--- config.mk ---
export PLATFORM = sky130hd
export DESIGN_NAME = i2c_master_byte_engine
export DESIGN_NICKNAME = d
export VERILOG_FILES = /design/src/sv/i2cm_pkg.sv /design/src/sv/i2c_master_byte_engine.sv /design/src/sv/i2cm_csr.sv /design/src/sv/i2cm_core.sv
export SDC_FILE = /design/constraint.sdc
export NUM_CORES = 1
export LEC_CHECK = 0
export ABC_AREA = 1
export BUFFER_PORTS_ARGS = -buffer_cell sky130_fd_sc_hd__clkbuf_2
export CAP_MARGIN = 20
export CELL_PAD_IN_SITES_DETAIL_PLACEMENT = 2
export CELL_PAD_IN_SITES_GLOBAL_PLACEMENT = 2
export CORE_MARGIN = 2
export CORE_UTILIZATION = 34
export DETAILED_ROUTE_END_ITERATION = 8
export HOLD_SLACK_MARGIN = 0.05
export PLACE_DENSITY = 0.86
export SLEW_MARGIN = 40
export SYNTH_ARGS = -nofsm -noshare
export SYNTH_HDL_FRONTEND = slang
export SYNTH_HIERARCHICAL = 1
export SYNTH_SLANG_ARGS = --single-unit
--- constraint.sdc ---
create_clock -name clock -period 3.1 [get_ports clock]
set_clock_uncertainty 0.15 [all_clocks]
set_input_delay 0.31 -clock clock [delete_from_list [all_inputs] [get_ports clock]]
set_output_delay 0.31 -clock clock [all_outputs]
set_load 0.005 [all_outputs]
--- src/sv/i2cm_pkg.sv ---
`timescale 1ns / 1ps
// i2cm_pkg: shared types, command and phase codes for the i2c master byte engine
// no dependencies
package i2cm_pkg;

   localparam int BITS_PER_BYTE = 8;

   // command codes
   localparam logic [2:0] CMD_TICK  = 3'd0;
   localparam logic [2:0] CMD_START = 3'd1;
   localparam logic [2:0] CMD_STOP  = 3'd2;
   localparam logic [2:0] CMD_WRITE = 3'd3;
   localparam logic [2:0] CMD_READ  = 3'd4;
   localparam logic [2:0] CMD_ADDR  = 3'd5;

   // sequencer phase codes, meaning depends on the active command
   localparam logic [2:0] PH_0 = 3'd0;
   localparam logic [2:0] PH_1 = 3'd1;
   localparam logic [2:0] PH_2 = 3'd2;
   localparam logic [2:0] PH_3 = 3'd3;
   localparam logic [2:0] PH_4 = 3'd4;
   localparam logic [2:0] PH_5 = 3'd5;
   localparam logic [2:0] PH_6 = 3'd6;

   // configuration register indexes
   localparam logic CSR_HALF_PERIOD   = 1'b0;
   localparam logic CSR_STRETCH_LIMIT = 1'b1;

   localparam logic [15:0] HALF_PERIOD_RST   = 16'd10;
   localparam logic [15:0] STRETCH_LIMIT_RST = 16'd60000;

   typedef struct packed {
      logic [2:0] cmd;
      logic [7:0] wr_data;
      logic       nack_last;
      logic       scl_in;
      logic       sda_in;
   } req_type;

   typedef struct packed {
      logic       scl_pull_low;
      logic       sda_pull_low;
      logic       busy_res;
      logic       done_res;
      logic [7:0] rd_data;
      logic       stretch_timeout;
   } rsp_type;

   typedef struct packed {
      logic [15:0] half_period;
      logic [15:0] stretch_limit;
   } cfg_type;

endpackage

--- src/sv/i2c_master_byte_engine.sv ---
`timescale 1ns / 1ps
// i2c_master_byte_engine: top level, tick handshake, result register, csr port
// depends on i2cm_pkg, i2cm_csr, i2cm_core
//
//   channel  direction  handshake             beat
//   req_     in         req_valid / req_stall  one tick: cmd, wr_data, nack_last, line levels
//   rsp_     out        rsp_valid / rsp_stall  pin drives and status after that tick
//   csr_     in         csr_valid / csr_ready  register index and 16-bit write data
//
// one req beat makes exactly one rsp beat; a beat can be taken every clock unless req_stall is high
// the sequencer advances in the accept cycle, the result lands in the rsp register
// req_stall rises only while a result is held in the rsp register under rsp_stall
// csr_ready is always high; write only while the engine is idle
// synchronous active-high reset: engine idle, lines released, csr at reset values
module i2c_master_byte_engine (
   input  logic              clock,
   input  logic              reset,
   input  logic              req_valid,
   output logic              req_stall,
   input  i2cm_pkg::req_type req_payload,
   output logic              rsp_valid,
   input  logic              rsp_stall,
   output i2cm_pkg::rsp_type rsp_payload,
   input  logic              csr_valid,
   output logic              csr_ready,
   input  logic              csr_index,
   input  logic [15:0]       csr_wdata
);

   i2cm_pkg::cfg_type cfg;
   i2cm_pkg::rsp_type rsp_next;
   i2cm_pkg::rsp_type rsp_data_ff;
   logic              rsp_valid_ff;
   logic              rsp_valid_in;
   logic              accept;

   assign csr_ready = 1'b1;

   i2cm_csr u_csr (
      .clock     (clock),
      .reset     (reset),
      .csr_valid (csr_valid),
      .csr_index (csr_index),
      .csr_wdata (csr_wdata),
      .cfg       (cfg)
   );

   // a held result blocks new ticks only while downstream stalls
   assign req_stall = rsp_valid_ff & rsp_stall;
   assign accept    = req_valid & ~req_stall;

   i2cm_core u_core (
      .clock      (clock),
      .reset      (reset),
      .advance_en (accept),
      .req        (req_payload),
      .cfg        (cfg),
      .rsp        (rsp_next)
   );

   assign rsp_valid_in = accept | (rsp_valid_ff & rsp_stall);

   always_ff @(posedge clock) begin
      if (reset) begin
         rsp_valid_ff <= 1'b0;
      end else begin
         rsp_valid_ff <= rsp_valid_in;
      end
   end

   // payload register, loaded with each accepted tick
   always_ff @(posedge clock) begin
      if (accept) begin
         rsp_data_ff <= rsp_next;
      end
   end

   assign rsp_valid   = rsp_valid_ff;
   assign rsp_payload = rsp_data_ff;

endmodule

--- src/sv/i2cm_csr.sv ---
`timescale 1ns / 1ps
// i2cm_csr: configuration registers (half period, stretch limit)
// depends on i2cm_pkg
module i2cm_csr (
   input  logic              clock,
   input  logic              reset,
   input  logic              csr_valid,
   input  logic              csr_index,
   input  logic [15:0]       csr_wdata,
   output i2cm_pkg::cfg_type cfg
);

   logic [15:0] half_period_ff;
   logic [15:0] half_period_in;
   logic [15:0] stretch_limit_ff;
   logic [15:0] stretch_limit_in;

   always_comb begin
      half_period_in   = half_period_ff;
      stretch_limit_in = stretch_limit_ff;
      if (csr_valid) begin
         case (csr_index)
            i2cm_pkg::CSR_HALF_PERIOD: half_period_in = csr_wdata;
            i2cm_pkg::CSR_STRETCH_LIMIT: stretch_limit_in = csr_wdata;
            default: half_period_in = half_period_ff;
         endcase
      end
   end

   always_ff @(posedge clock) begin
      if (reset) begin
         half_period_ff   <= i2cm_pkg::HALF_PERIOD_RST;
         stretch_limit_ff <= i2cm_pkg::STRETCH_LIMIT_RST;
      end else begin
         half_period_ff   <= half_period_in;
         stretch_limit_ff <= stretch_limit_in;
      end
   end

   assign cfg.half_period   = half_period_ff;
   assign cfg.stretch_limit = stretch_limit_ff;

endmodule

--- src/sv/i2cm_core.sv ---
`timescale 1ns / 1ps
// i2cm_core: bit sequencer state and its one-tick next-state logic
// depends on i2cm_pkg
module i2cm_core (
   input  logic              clock,
   input  logic              reset,
   input  logic              advance_en,
   input  i2cm_pkg::req_type req,
   input  i2cm_pkg::cfg_type cfg,
   output i2cm_pkg::rsp_type rsp
);

   logic [2:0]  active_ff, active_in;
   logic [2:0]  phase_ff, phase_in;
   logic [3:0]  bit_index_ff, bit_index_in;
   logic [7:0]  shift_ff, shift_in;
   logic [15:0] hold_ff, hold_in;
   logic [15:0] stretch_ff, stretch_in;
   logic [1:0]  pin_ff, pin_in;       // [0] scl low, [1] sda low
   logic        ack_ff, ack_in;
   logic [7:0]  last_read_ff, last_read_in;
   logic        timeout_ff, timeout_in;
   logic        done;
   logic [15:0] hold_reload;
   logic        slot_bit;

   assign hold_reload = (cfg.half_period == 16'd0) ? 16'd0 : cfg.half_period - 16'd1;

   always_comb begin
      active_in    = active_ff;
      phase_in     = phase_ff;
      bit_index_in = bit_index_ff;
      shift_in     = shift_ff;
      hold_in      = hold_ff;
      stretch_in   = stretch_ff;
      pin_in       = pin_ff;
      ack_in       = ack_ff;
      last_read_in = last_read_ff;
      timeout_in   = timeout_ff;
      done         = 1'b0;
      slot_bit     = 1'b1;

      if (active_ff == i2cm_pkg::CMD_TICK) begin
         if (req.cmd >= i2cm_pkg::CMD_START && req.cmd <= i2cm_pkg::CMD_ADDR) begin
            active_in    = req.cmd;
            phase_in     = i2cm_pkg::PH_0;
            bit_index_in = 4'd0;
            stretch_in   = 16'd0;
            hold_in      = hold_reload;
            if (req.cmd == i2cm_pkg::CMD_START || req.cmd == i2cm_pkg::CMD_STOP) begin
               pin_in = {1'b1, pin_ff[0]};
            end else if (req.cmd == i2cm_pkg::CMD_READ) begin
               ack_in     = req.nack_last;
               timeout_in = 1'b0;
               shift_in   = 8'd0;
               pin_in     = 2'b00;
            end else begin
               // address goes out shifted left with write bit 0
               shift_in = (req.cmd == i2cm_pkg::CMD_ADDR) ? {req.wr_data[6:0], 1'b0}
                                                          : req.wr_data;
               slot_bit = shift_in[7];
               pin_in   = {~slot_bit, pin_ff[0]};
            end
         end
      end else if (active_ff == i2cm_pkg::CMD_READ && phase_ff == i2cm_pkg::PH_1) begin
         // wait for scl high, give up at the stretch limit
         if (req.scl_in || stretch_ff >= cfg.stretch_limit) begin
            if (!req.scl_in) begin
               timeout_in = 1'b1;
            end
            shift_in = {shift_ff[6:0], req.sda_in};
            phase_in = i2cm_pkg::PH_2;
            pin_in   = {pin_ff[1], 1'b1};
            hold_in  = hold_reload;
         end else begin
            stretch_in = stretch_ff + 16'd1;
         end
      end else if (hold_ff != 16'd0) begin
         hold_in = hold_ff - 16'd1;
      end else begin
         case (active_ff)
            i2cm_pkg::CMD_START: begin
               if (phase_ff == i2cm_pkg::PH_0) begin
                  phase_in = i2cm_pkg::PH_1;
                  pin_in   = {pin_ff[1], 1'b1};
                  hold_in  = hold_reload;
               end else begin
                  done = 1'b1;
               end
            end
            i2cm_pkg::CMD_STOP: begin
               if (phase_ff == i2cm_pkg::PH_0) begin
                  phase_in = i2cm_pkg::PH_1;
                  pin_in   = {pin_ff[1], 1'b0};
                  hold_in  = hold_reload;
               end else if (phase_ff == i2cm_pkg::PH_1) begin
                  phase_in = i2cm_pkg::PH_2;
                  pin_in   = {1'b0, pin_ff[0]};
                  hold_in  = hold_reload;
               end else begin
                  done = 1'b1;
               end
            end
            i2cm_pkg::CMD_WRITE, i2cm_pkg::CMD_ADDR: begin
               if (phase_ff == i2cm_pkg::PH_0) begin
                  phase_in = i2cm_pkg::PH_1;
                  pin_in   = {pin_ff[1], 1'b0};
                  hold_in  = hold_reload;
               end else if (phase_ff == i2cm_pkg::PH_1) begin
                  phase_in = i2cm_pkg::PH_2;
                  pin_in   = {pin_ff[1], 1'b1};
                  hold_in  = hold_reload;
               end else begin
                  shift_in     = {shift_ff[6:0], 1'b0};
                  bit_index_in = bit_index_ff + 4'd1;
                  if (bit_index_in >= 4'(i2cm_pkg::BITS_PER_BYTE + 1)) begin
                     done = 1'b1;
                  end else begin
                     // ack slot leaves sda released
                     slot_bit = (bit_index_in >= 4'(i2cm_pkg::BITS_PER_BYTE)) ? 1'b1
                                                                            : shift_in[7];
                     phase_in = i2cm_pkg::PH_0;
                     pin_in   = {~slot_bit, pin_ff[0]};
                     hold_in  = hold_reload;
                  end
               end
            end
            i2cm_pkg::CMD_READ: begin
               case (phase_ff)
                  i2cm_pkg::PH_0: begin
                     phase_in   = i2cm_pkg::PH_1;
                     stretch_in = 16'd0;
                     hold_in    = 16'd0;
                  end
                  i2cm_pkg::PH_2: begin
                     bit_index_in = bit_index_ff + 4'd1;
                     hold_in      = hold_reload;
                     if (bit_index_in >= 4'(i2cm_pkg::BITS_PER_BYTE)) begin
                        last_read_in = shift_ff;
                        phase_in     = i2cm_pkg::PH_3;
                        pin_in       = {~ack_ff, pin_ff[0]};
                     end else begin
                        phase_in = i2cm_pkg::PH_0;
                        pin_in   = 2'b00;
                     end
                  end
                  i2cm_pkg::PH_3: begin
                     phase_in = i2cm_pkg::PH_4;
                     pin_in   = {pin_ff[1], 1'b0};
                     hold_in  = hold_reload;
                  end
                  i2cm_pkg::PH_4: begin
                     phase_in = i2cm_pkg::PH_5;
                     pin_in   = {pin_ff[1], 1'b1};
                     hold_in  = hold_reload;
                  end
                  i2cm_pkg::PH_5: begin
                     phase_in = i2cm_pkg::PH_6;
                     pin_in   = {1'b0, pin_ff[0]};
                     hold_in  = hold_reload;
                  end
                  default: begin
                     done = 1'b1;
                  end
               endcase
            end
            default: begin
               done = 1'b1;
            end
         endcase
         if (done) begin
            active_in = i2cm_pkg::CMD_TICK;
            phase_in  = i2cm_pkg::PH_0;
         end
      end
   end

   always_ff @(posedge clock) begin
      if (reset) begin
         active_ff    <= i2cm_pkg::CMD_TICK;
         phase_ff     <= i2cm_pkg::PH_0;
         bit_index_ff <= 4'd0;
         shift_ff     <= 8'd0;
         hold_ff      <= 16'd0;
         stretch_ff   <= 16'd0;
         pin_ff       <= 2'b00;
         ack_ff       <= 1'b0;
         last_read_ff <= 8'd0;
         timeout_ff   <= 1'b0;
      end else if (advance_en) begin
         active_ff    <= active_in;
         phase_ff     <= phase_in;
         bit_index_ff <= bit_index_in;
         shift_ff     <= shift_in;
         hold_ff      <= hold_in;
         stretch_ff   <= stretch_in;
         pin_ff       <= pin_in;
         ack_ff       <= ack_in;
         last_read_ff <= last_read_in;
         timeout_ff   <= timeout_in;
      end
   end

   assign rsp.scl_pull_low    = pin_in[0];
   assign rsp.sda_pull_low    = pin_in[1];
   assign rsp.busy_res        = (active_in != i2cm_pkg::CMD_TICK);
   assign rsp.done_res        = done;
   assign rsp.rd_data         = last_read_in;
   assign rsp.stretch_timeout = timeout_in;

   // idle engine always sits in the first phase
   a_idle_phase: assert property (@(posedge clock) disable iff (reset)
      (active_ff == i2cm_pkg::CMD_TICK) |-> (phase_ff == i2cm_pkg::PH_0))
      else $error("idle engine with nonzero phase");

   // slot counter never runs more than one past the ack slot (BITS_PER_BYTE + 1)
   a_bit_range: assert property (@(posedge clock) disable iff (reset)
      bit_index_ff <= 4'(i2cm_pkg::BITS_PER_BYTE + 1))
      else $error("bit index out of range");

   // completion only from a busy engine, and it leaves the engine idle
   a_done_idle: assert property (@(posedge clock) disable iff (reset)
      (advance_en && done) |=> (active_ff == i2cm_pkg::CMD_TICK &&
                                $past(active_ff) != i2cm_pkg::CMD_TICK))
      else $error("done without a finished command");

endmodule
* Word level (Yosys, flattened, before mapping)
Index checks and enable logic that the tools add are counted.
Cells by class: equal/unequal tests 34, add/subtract/negate cells 4, muxes and demuxes 101, bitwise logic cells 9, $lt $le $gt $ge 5, reductions and logical operators 27
Operator list (number):
- 16-bit 2-to-1 mux | 19
- 8-bit 2-to-1 mux | 17
- 16-bit case mux with 4 select lines | 1
- 3-bit 2-to-1 mux | 17
- 16-bit case mux with 2 select lines | 1
- 16-bit by 1-bit subtractor with 16-bit output, second input constant | 2
- 4-bit 2-to-1 mux | 7
- 2-bit 2-to-1 mux | 13
- 8-bit AND reduction | 3
- 1-bit 2-to-1 mux | 20
- 3-bit equality test, second input constant | 6
- 3-bit by 2-bit != test with 1-bit output, second input constant | 6
- 16-bit by 1-bit adder with 16-bit output, second input constant | 1
- 16-bit >= comparator | 1
- 16-bit logical NOT | 1
- 2-bit case mux with 4 select lines | 2
- 16-bit nonzero test | 1
- 3-bit by 2-bit equality test with 1-bit output, second input constant | 5
- 3-bit case mux with 5 select lines | 1
- 3-bit nonzero test | 5
- 7-bit nonzero test | 2
- 6-bit by 1-bit != test with 1-bit output, second input constant | 2
- 3-bit case mux with 4 select lines | 1
- 5-bit by 1-bit != test with 1-bit output, second input constant | 2
- other kinds (28) | 44
Word-level totals: output and inout port bits 16, logic and storage cells 199, bits in registers 108, input port bits 36

* Logic depth before layout (Yosys ltp)
Gate-level depths: netlist of the first run.
word-level depth 14, depth in mapped cells 16

* By module
The synthesis of the first run kept the hierarchy.
By module, submodules not included:
- i2cm_core | area an instance 5167.5 um^2, times used 1, cells an instance 853, sequential area each 1241.2 um^2
- i2cm_csr | area an instance 1272.5 um^2, times used 1, cells an instance 172, sequential area each 640.6 um^2
- i2c_master_byte_engine | area an instance 450.4 um^2, times used 1, cells an instance 21, sequential area each 410.4 um^2

* Least setup slack after synthesis of the first run
Ideal clock, no wire load.
path type register to register, from reg rsp_valid_ff (netlist: rsp_valid), to reg u_core.stretch_ff[9], required time 2818 ps, stages on the path, launching flop included 11, buffers on the path 2, period minus slack after synthesis 2197 ps, setup time 132 ps, arrival 1914 ps, path slack 903 ps, path through dfxtp_1 nand2_2 inv_2 nor2_2 clkbuf_1 o21ai_1 nor3_4 nand2_2 buf_6 nand2_1 a21oi_1
On the way: cells in the longest elaborated chain, start to end 4
Ends and longest elaborated chain:
- start: declaration | line i2c_master_byte_engine.sv:33 | logic rsp_valid_ff;
- start signal: assignment | line i2c_master_byte_engine.sv:67 | rsp_valid_ff <= rsp_valid_in;
- 1-bit bitwise AND | line i2c_master_byte_engine.sv:49 | assign req_stall = rsp_valid_ff & rsp_stall;
- via req_stall | line i2c_master_byte_engine.sv:19 | output logic req_stall,
- 1-bit inverter | line i2c_master_byte_engine.sv:50 | assign accept = req_valid & ~req_stall;
- 1-bit bitwise AND | line i2c_master_byte_engine.sv:50
- via accept | line i2c_master_byte_engine.sv:35 | logic accept;
- 6-bit AND reduction (no source line)
- end signal: assignment | line i2cm_core.sv:196 | stretch_ff <= stretch_in;
- end: declaration | line i2cm_core.sv:18 | logic [15:0] stretch_ff, stretch_in;
The timed path passes the listed nets, and every way through them passes these cells. A chain may end at the register's enable or synchronous reset.

* Final worst setup path of the first run
from reg u_core.active_ff[0], to reg u_core.shift_ff[4]
On the way: cells in the longest elaborated chain, start to end 4, elaborated cells between the ends (all ways) 16, those cells by class eq/ne (9); mux (2); reduce/logical (5)
Ends and longest elaborated chain:
- start: declaration | line i2cm_core.sv:13 | logic [2:0] active_ff, active_in;
- start signal: assignment | line i2cm_core.sv:180 | active_ff <= i2cm_pkg::CMD_TICK;
- start signal: assignment | line i2cm_core.sv:191 | active_ff <= active_in;
- 3-bit equality test, or another cell as far along | line i2cm_core.sv:65 | end else if (active_ff == i2cm_pkg::CMD_READ && phase_ff == i2cm_pkg::PH_1) begin
- 1-bit logical AND or 2-bit OR reduction (tied branches)
- 3-bit by 2-bit != test with 1-bit output (no source line), or another cell as far along
- 8-bit AND reduction (no source line) or 8-bit 2-to-1 mux (tied branches)
- end signal: assignment | line i2cm_core.sv:194 | shift_ff <= shift_in;
- end: declaration | line i2cm_core.sv:16 | logic [7:0] shift_ff, shift_in;
Parallel ways exist; a longest one is shown, timed or not.

==> results of run 1 <==
cells in the final DEF, fill, tap and decap left out, types with 2 or more instances in the layout:
master / Yosys / layout
a21oi_1: 40 / 40
a21oi_2: 8 / 8
a31oi_1: 2 / 2
and3_1: 9 / 9
buf_4: 10 / 16
bufinv_16: 0 / 2
clkbuf_16: 0 / 9
clkbuf_2: 0 / 50
dfxtp_1: 95 / 95
dlygate4sd3_1: 0 / 2
edfxtp_1: 13 / 13
ha_1: 23 / 23
inv_1: 128 / 128
inv_2: 7 / 7
inv_4: 2 / 2
inv_6: 0 / 4
nand2_1: 224 / 224
nand2_2: 9 / 9
nand2_4: 5 / 5
nand3_1: 84 / 84
nand3_2: 2 / 2
nand3b_1: 2 / 2
nand4_1: 19 / 19
nor2_1: 196 / 196
nor2_2: 5 / 5
nor2_4: 3 / 3
nor3_1: 19 / 19
nor3b_1: 2 / 2
nor4_1: 5 / 5
o21a_1: 2 / 2
o21ai_0: 36 / 36
o21ai_1: 14 / 14
o21ai_2: 8 / 8
o21bai_1: 2 / 2
o22ai_1: 6 / 6
o31ai_1: 2 / 2
or2_2: 2 / 2
xnor2_1: 8 / 8
xor2_1: 18 / 18
flip-flops by register name, summed over array words and instances, names as in the netlist:
| name | count |
|---|---|
| rsp_valid | 1 |
| u_core/phase_ff | 3 |
| u_core/bit_index_ff | 4 |
| u_core/pin_ff | 2 |
| u_csr/half_period_ff | 16 |
| u_csr/stretch_limit_ff | 16 |
| u_core/last_read_ff | 8 |
| u_core/hold_ff | 16 |
| u_core/stretch_ff | 16 |
| u_core/ack_ff | 1 |
| u_core/shift_ff | 8 |
| rsp_payload | 13 |
| u_core/timeout_ff | 1 |
| u_core/active_ff | 3 |
cell usage after synthesis, types with 6 or more instances:
cell type  number  area share
a21oi_1        40       0.029
xnor2_1         8       0.010
o22ai_1         6      0.0054
nand3_1        84       0.061
clkbuf_1       13      0.0071
buf_4          10       0.011
dfxtp_1        95        0.28
edfxtp_1       13       0.057
xor2_1         18       0.023
ha_1           23       0.042
nor2_1        196        0.11
nor3_1         19       0.014
and3_1          9      0.0082
nand2_1       224        0.12
o21ai_0        36       0.026
inv_1         128       0.070
buf_6           9       0.015
o21ai_2         8       0.010
inv_2           7      0.0038
nand2_2         9      0.0082
a21oi_2         8       0.010
nand4_1        19       0.017
o21ai_1        14       0.010
power breakdown:
part,total [mW],internal (mW),switching (mW)
clock,1.32,0.723,0.592
sequential,1.64,1.53,0.104
combinational,1.05,0.346,0.702
total,4.00,2.60,1.40
final cells by class:
| class | instances | area [um^2] | area share |
|---|---|---|---|
| Multi-Input combinational cell | 765 | 3830 | 0.496 |
| Sequential cell | 108 | 2290 | 0.296 |
| Inverter | 139 | 528 | 0.0683 |
| Timing Repair Buffer | 69 | 410 | 0.0531 |
| Tap cell | 270 | 338 | 0.0437 |
| Clock buffer | 9 | 225 | 0.0291 |
| Clock inverter | 7 | 104 | 0.0134 |
cells by family after synthesis:
kind of cell / Yosys count / share of synthesized area
AND/OR/NAND/NOR: 589 / 0.374
buffers and inverters: 173 / 0.111
AO/OA/AOI/OAI: 126 / 0.107
flip-flops: 108 / 0.333
XOR/XNOR: 26 / 0.0330
adder cells (fa/ha/maj): 23 / 0.0418
other: 1 / 0.000544
path summary, 6_finish.rpt:
| kind | end | from | slack, ns |
|---|---|---|---|
| setup / recovery | u_core/shift_ff[4]$_SDFFE_PP0P_ | u_core/active_ff[0]$_SDFFE_PP0P_ | 0.40 |
| hold / removal | u_csr/stretch_limit_ff[9]$_SDFFE_PP1P_ | csr_wdata[9] | 0.06 |
| setup reg to reg | u_core/shift_ff[4]$_SDFFE_PP0P_ | u_core/active_ff[0]$_SDFFE_PP0P_ | 0.40 |
| hold reg to reg | u_csr/stretch_limit_ff[5]$_SDFFE_PP1P_ | u_csr/stretch_limit_ff[5]$_SDFFE_PP1P_ | 0.33 |
worst min-delay path: stages:
cell	delay [ns]
clkbuf_2	0.11
nand2_1	0.06
nand3_1	0.05
routing by layer:
| metal | part of all wire | wire, um | vias to the layer above |
|---|---|---|---|
| met3 | 0.024 | 560 | 27 |
| met5 | 0 | 0 | - |
| met2 | 0.50 | 11800 | 88 |
| met4 | 0.020 | 471 | 0 |
| li1 | - | - | 3423 |
| met1 | 0.46 | 10700 | 3391 |
==> results.ini, run 1 <==
[route]
wl_mm = 23.6
routedWlPerCell_um = 17.2
drt_iter0_drc = 328
drc_errors = 0
via_per_inst = 5.07
ant_nets = 0
vias = 6929
drt_pass1_iterations = 4

[floorplan]
die_h_um = 146
core_area_um2 = 20000
design.die.area_um2 = 21400
row_count = 52
die_x_um = 146
start_util = 0.344
ioPinCount = 52

[min_path]
min_path_type = input pin to register
worstHoldPathCells = 3

[grt]
met1_usage = 0.284
use_met2 = 0.408
globalRouteTotalUtil = 0.226
antenna_found_initial = 0
grt_start_max_net_pins = 29
grt_overflow = 0
grt_pass1_wl_mm = 39.3
grt_pass1_vias = 7627
grt-busiest-layer = met2
grtUsageMet3 = 0.0238

[final_layout]
layout-area-overhead-vs-synth_pct = 12.2
drive_gt1_frac = 0.126
final_cell_area_um2 = 7730
nets = 1151
nFillCells = 2536
diodes = 0
final_cells = 1367
postLayoutCoreUtil = 0.386

[synthesis]
synth_top_flop_cell = dfxtp_1
ys_ff_latch = 108
synth.distinct_cells = 49
syn_nets = 1105
yosysWarnings = 6
netlist_instances = 1046
async_reset_ff_frac = 0
synth_area_per_cell_um2 = 6.59
ys_seq_area_frac = 0.333
syn_area_um2 = 6890
synth-edff-count = 13

[worst_setup_path]
cp.required_ns = 3.25
worstSetupPathDepth = 15
worst_ep_arrival_time_ns = 2.84
cp_max_fo = 14
path_delay_family = simple AND/OR/NAND/NOR gates
crit_path_end_kind = register
startpoint_type = register
critPathBufInv = 4
crit_type = register to register
r2r_cells = 15
max_stage_delay_ns = 0.40
path_cells = nor2_4 -> nand2_2 -> inv_2 -> nand2_4 -> nand2_4 -> inv_4 -> nand2_4 -> inv_4 -> nor2_1 -> nand2_2 -> inv_2 -> nand2_2 -> nand2_1 -> nand2_1 -> nor2_1
slowest_stage = dfxtp_1

[placement]
gp_congestion = 0.840
dpl.cell_count = 1349
place_ws_ns = 0.460
post_dp_cell_area_um2 = 7380
io_buffers = 50
place_hpwl_mm = 17.7

[timing]
setup_viol = 0
tns_ns = 0
finalCriticalPeriod_ns = 2.70
worstMarginPinSlew_ns = 0.648
slew_headroom = 0.568
max_freq_ghz = 0.371
period_share = 0.870
finalHoldViolations = 0
holdWs_ns = 0.0631
finalMaxSlewViolations = 0
setup_ws_ns = 0.402
rsz0062_at_grt = no

[status]
status = finished, final reports clean

[clock_tree]
cts_setup_buffers = 0
clockBufferDepth = 2
clockRootBuffer = clkbuf_16
cts.sinks = 108
holdBufCountCts = 2
htree_levels = 3
cts_made_buffers = 9
path_clk_slew_ns = 0.08
clock_latency_ns = 0.36
tritoncts = built
post_cts_resized = 0

[pwr]
p_leak_nw = 3.72
vdd_drop_max_v = 0.000242
p_total_mw = 4.00
power.density_nw_per_um2 = 517

[job]
maxCapViolations = 0

No activity file was read; power rests on OpenSTA's default activity.
==> run 2: changes to the inputs <==
--- a/config.mk
+++ b/config.mk
@@ -11,10 +11,11 @@
 export CELL_PAD_IN_SITES_DETAIL_PLACEMENT = 2
 export CELL_PAD_IN_SITES_GLOBAL_PLACEMENT = 2
 export CORE_MARGIN = 2
-export CORE_UTILIZATION = 34
+export CORE_UTILIZATION = 35
+export CTS_BUF_LIST = sky130_fd_sc_hd__clkbuf_4 sky130_fd_sc_hd__clkbuf_8
 export DETAILED_ROUTE_END_ITERATION = 8
 export HOLD_SLACK_MARGIN = 0.05
-export PLACE_DENSITY = 0.86
+export PLACE_DENSITY = 0.88
 export SLEW_MARGIN = 40
 export SYNTH_ARGS = -nofsm -noshare
 export SYNTH_HDL_FRONTEND = slang
==> results.ini, run 2 (synthesis results as in run 1) <==
[status]
status = finished, final reports clean

[route]
via_per_inst = 5.15
wl_mm = 24.4
ant_nets = 0
drt_iter0_drc = 320
vias = 7025
drc_errors = 0
routedWlPerCell_um = 17.9
drt_pass1_iterations = 4

[grt]
grt_start_max_net_pins = 33
antenna_found_initial = 0
grt_pass1_vias = 7686
grt_overflow = 0
grt_pass1_wl_mm = 39.9
globalRouteTotalUtil = 0.245

[clock_tree]
clock_latency_ns = 0.41
clockBufferDepth = 2
cts.sinks = 108
cts_setup_buffers = 0
cts_made_buffers = 9
tritoncts = built
htree_levels = 3
clockRootBuffer = clkbuf_8
path_clk_slew_ns = 0.11

[floorplan]
row_count = 51
ioPinCount = 52
core_area_um2 = 19400
start_util = 0.355
die_x_um = 144
design.die.area_um2 = 20800
die_h_um = 144

[pwr]
p_leak_nw = 3.65
vdd_drop_max_v = 0.000192
power.density_nw_per_um2 = 474

[placement]
gp_congestion = 0.840
place_hpwl_mm = 18.2
post_dp_cell_area_um2 = 7300
io_buffers = 50

[timing]
max_freq_ghz = 0.364
setup_viol = 0
tns_ns = 0
worstMarginPinSlew_ns = 0.618
finalCriticalPeriod_ns = 2.75
finalMaxSlewViolations = 0
finalHoldViolations = 0
rsz0062_at_grt = no
slew_headroom = 0.587
period_share = 0.887

[final_layout]
diodes = 0
nets = 1153
final_common_cell = nand2_1
drive_gt1_frac = 0.117
layout-area-overhead-vs-synth_pct = 10.7
nFillCells = 2418
final_cell_mix = 224 x nand2_1, 196 x nor2_1, 128 x inv_1, 95 x dfxtp_1, 84 x nand3_1
final_cell_area_um2 = 7620

[worst_setup_path]
cp.required_ns = 3.30
crit_path_end_kind = register
cp_max_fo = 12
startpoint_type = register
crit_type = register to register
worst_ep_arrival_time_ns = 2.95

[min_path]
min_path_type = input pin to register

[job]
maxCapViolations = 0

==> run 2: path summary, 6_finish.rpt <==
check	end	slack, ns	start	cells after the start
worst max-delay path	u_core/shift_ff[3]$_SDFFE_PP0P_	0.35	u_core/hold_ff[0]$_SDFFE_PP0P_	14
worst min-delay path	u_core/ack_ff$_SDFFE_PP0P_	0.07	req_payload[2]	3
worst max register to register	u_core/shift_ff[3]$_SDFFE_PP0P_	0.35	u_core/hold_ff[0]$_SDFFE_PP0P_	14
worst min register to register	u_csr/stretch_limit_ff[9]$_SDFFE_PP1P_	0.35	u_csr/stretch_limit_ff[9]$_SDFFE_PP1P_	2
==> run 2: area by class of cell <==
type,instances,area (um^2),share of cell area
Timing Repair Buffer,71,440,0.0578
Multi-Input combinational cell,765,3830,0.503
Clock inverter,7,73.8,0.00968
Clock buffer,9,124,0.0162
Sequential cell,108,2290,0.301
Inverter,139,528,0.0692
Tap cell,265,332,0.0435
==> run 2: stage by stage <==
step,power (mW),util,worst slack (ns),cells,hold WS (ns)
floorplan,2.38,-,0.903,1046,0.222
global placement,2.62,0.376,0.501,1335,0.314
detailed placement,2.69,0.376,0.343,1335,0.323
CTS,3.65,0.393,0.314,1364,0.0539
global route,3.85,0.393,0.145,1364,0.104
finish,3.62,0.393,0.350,1364,0.0716
==> run 2: repair_timing <==
action / in CTS / in global routing
resized for setup: 0 / 0
endpoints found under the hold margin: 12 / 0
hold buffers: 13 / 0
==> run 2: worst max-delay path, cell delays in order, from the launching register on <==
cell     delay [ns]
dfxtp_1        0.33
inv_1          0.13
ha_1           0.27
nand2_2        0.11
nor2_1         0.22
nand4_1        0.22
nand2_4        0.23
inv_4          0.09
nor2_1         0.12
nand2_2        0.12
inv_2          0.20
nand2_2        0.18
nand2_1        0.11
nand2_1        0.08
nor2_1         0.12
==> run 2: where the power goes <==
group	switching [mW]	internal [mW]	total (mW)	leakage, nW
Sequential	0.112	1.53	1.64	0.911
Combinational	0.705	0.341	1.05	2.64
Clock	0.550	0.379	0.928	0.100
==> run 2: routing by layer <==
layer	GRT usage	up-vias	part of all wire
li1	-	3439	-
met3	0.0262	32	0.021
met4	0.0807	0	0.021
met1	0.295	3462	0.44
met2	0.455	92	0.51
met5	0	-	0
==> run 3: changes to the inputs <==
--- a/config.mk
+++ b/config.mk
@@ -5,19 +5,18 @@
 export SDC_FILE = /design/constraint.sdc
 export NUM_CORES = 1
 export LEC_CHECK = 0
-export ABC_AREA = 1
 export BUFFER_PORTS_ARGS = -buffer_cell sky130_fd_sc_hd__clkbuf_2
 export CAP_MARGIN = 20
 export CELL_PAD_IN_SITES_DETAIL_PLACEMENT = 2
 export CELL_PAD_IN_SITES_GLOBAL_PLACEMENT = 2
-export CORE_MARGIN = 2
-export CORE_UTILIZATION = 35
+export CORE_UTILIZATION = 38
 export CTS_BUF_LIST = sky130_fd_sc_hd__clkbuf_4 sky130_fd_sc_hd__clkbuf_8
 export DETAILED_ROUTE_END_ITERATION = 8
 export HOLD_SLACK_MARGIN = 0.05
-export PLACE_DENSITY = 0.88
+export PLACE_DENSITY = 0.87
 export SLEW_MARGIN = 40
 export SYNTH_ARGS = -nofsm -noshare
 export SYNTH_HDL_FRONTEND = slang
 export SYNTH_HIERARCHICAL = 1
 export SYNTH_SLANG_ARGS = --single-unit
+export TNS_END_PERCENT = 50
==> results.ini, run 3 <==
[synthesis]
synth_top_area_frac = 0.292
yosys-top-cells-count = 95 x dfxtp_1, 77 x nor2_1, 71 x nand2_1, 54 x a21oi_1
synth_top_flop_cell = dfxtp_1
synth_area_per_cell_um2 = 8.34
synth.distinct_cells = 81
synth-edff-count = 13
ys_seq_area_frac = 0.352
ys_ff_latch = 108
synthTopCellsByArea = dfxtp_1 29%, edfxtp_1 6.0%, nor2_1 4.4%, ha_1 4.4%, a21oi_1 4.2%
synth_top_cell_by_area = dfxtp_1
netlist_instances = 780
async_reset_ff_frac = 0
yosysWarnings = 6
syn_area_um2 = 6510
syn_nets = 839
synth.most_common_cell = dfxtp_1

[clock_tree]
clock_latency_ns = 0.41
tritoncts = built
cts.sinks = 108
cts_made_buffers = 9
clockBufferDepth = 2
htree_levels = 3
path_clk_slew_ns = 0.10
clockRootBuffer = clkbuf_8

[worst_setup_path]
crit_path_end_kind = register
worst_ep_arrival_time_ns = 3.25
crit_type = register to register
startpoint_type = register
cp_max_fo = 8
cp.required_ns = 3.25

[placement]
io_buffers = 50
gp_congestion = 0.900
place_ws_ns = -0.0883
place_hpwl_mm = 18.4

[route]
wl_met2_mm = 13.8
vias = 6497
met1Wirelength_mm = 10.9
routedWlPerCell_um = 24.7
drt_iter0_drc = 326
wl_mm = 26.6
ant_nets = 0
route.met3.wl_mm = 1.13
via_per_inst = 6.03
drt_pass1_iterations = 5
drc_errors = 0
top_layer = met4

[floorplan]
design.die.area_um2 = 17600
die_x_um = 133
row_count = 47
start_util = 0.391
core_area_um2 = 16600
die_h_um = 133
ioPinCount = 52

[status]
status = finished, final reports clean

[grt]
globalRouteTotalUtil = 0.291
grt_pass1_vias = 7048
grt_pass1_wl_mm = 39.5
grt_start_max_net_pins = 99
grt_overflow = 0
antenna_found_initial = 1

[final_layout]
nets = 912
drive_gt1_frac = 0.179
postLayoutCoreUtil = 0.452
final_common_cell = dfxtp_1
layout-area-overhead-vs-synth_pct = 15.6
diodes = 0
final_cell_mix = 95 x dfxtp_1, 77 x nor2_1, 71 x nand2_1, 53 x a21oi_1, 50 x clkbuf_2

[timing]
finalMaxSlewViolations = 0
slew_headroom = 0.336
worstMarginPinSlew_ns = 0.985
max_freq_ghz = 0.323
finalHoldViolations = 0
finalCriticalPeriod_ns = 3.09
setup_ws_ns = 0.00827
setup_viol = 0
period_share = 0.997
holdWs_ns = 0.0553

[job]
maxCapViolations = 0

[min_path]
min_path_type = input pin to register

[pwr]
power.density_nw_per_um2 = 448
vdd_drop_max_v = 0.000222
p_leak_nw = 2.91

## run 3: cell count changes in the layout (fill, tap and decap cells not counted), sizes merged, moves of 34 or more
cell,delta
nand2b,+34
inv,-105
nand2,-166
buf,+39
nand3,-61
nor2,-126
## run 3: cell type report
class	instances	area, um^2
Timing Repair Buffer	108	738
Tap cell	220	275
Fill cell	1846	9120
Clock inverter	5	36.3
Sequential cell	108	2290
Inverter	34	128
Clock buffer	11	139
Multi-Input combinational cell	592	3910
## run 3: path summary, 6_finish.rpt
path | start | endpoint | slack (ns) | cells after the start
worst max-delay path | u_core/hold_ff[10]$_SDFFE_PP0P_ | u_core/hold_ff[15]$_SDFFE_PP0P_ | 0.008 | 8
worst max register to register | u_core/hold_ff[10]$_SDFFE_PP0P_ | u_core/hold_ff[15]$_SDFFE_PP0P_ | 0.008 | 8
worst min-delay path | csr_wdata[2] | u_csr/stretch_limit_ff[2]$_SDFFE_PP0P_ | 0.06 | 3
worst min register to register | u_core/last_read_ff[5]$_SDFFE_PP0P_ | u_core/last_read_ff[5]$_SDFFE_PP0P_ | 0.32 | 2
## run 3: cells by family (layout without fill, tap and decap cells)
group	after synthesis	after routing	share of synthesized area
buf+inv	80	158	0.0577
fa+ha+maj	23	23	0.0442
simple gates	323	323	0.263
mux	26	26	0.0415
other cells	1	1	0.000576
compound gates	187	187	0.198
flops	108	108	0.352
xor+xnor	32	32	0.0431
## run 3: power by group
part / total [mW] / internal, mW / switching (mW) / leakage [nW]
sequential: 1.58 / 1.49 / 0.0913 / 0.905
clock: 0.854 / 0.313 / 0.542 / 0.0844
combinational: 0.937 / 0.352 / 0.585 / 1.92
## run 3: critical path, stage by stage, from the launching register on
cell	delay, ns
dfxtp_1	0.37
or4_4	0.57
or3_1	0.39
or4b_4	0.59
a21oi_4	0.21
or3b_4	0.25
buf_4	0.14
nor2_1	0.06
nor2_1	0.26
## run 3: through the flow
stage,TNS [ns],total power [mW],instance area (um^2),instances
6_report,0,3.37,7520,1078
3_3_place_gp,0,2.35,7080,1040
5_1_grt,-0.165,3.51,7520,1078
4_1_cts,0,3.30,7420,1070
2_1_floorplan,0,2.12,6510,780
3_5_place_dp,-0.301,2.43,7080,1040
## run 3: timing repair
item	4_1_cts	5_1_grt
gates resized for setup	6	6
setup endpoints to repair	19	33
hold buffers	11	0
pin swaps	2	3
setup buffers	3	8
hold endpoints to repair	12	0
## run 3: routing by layer
| metal | track usage | vias up |
|---|---|---|
| met1 | 0.335 | 3316 |
| met2 | 0.531 | 183 |
| met5 | 0 | - |
| met4 | 0.109 | 0 |
| li1 | - | 2938 |
| met3 | 0.0559 | 60 |
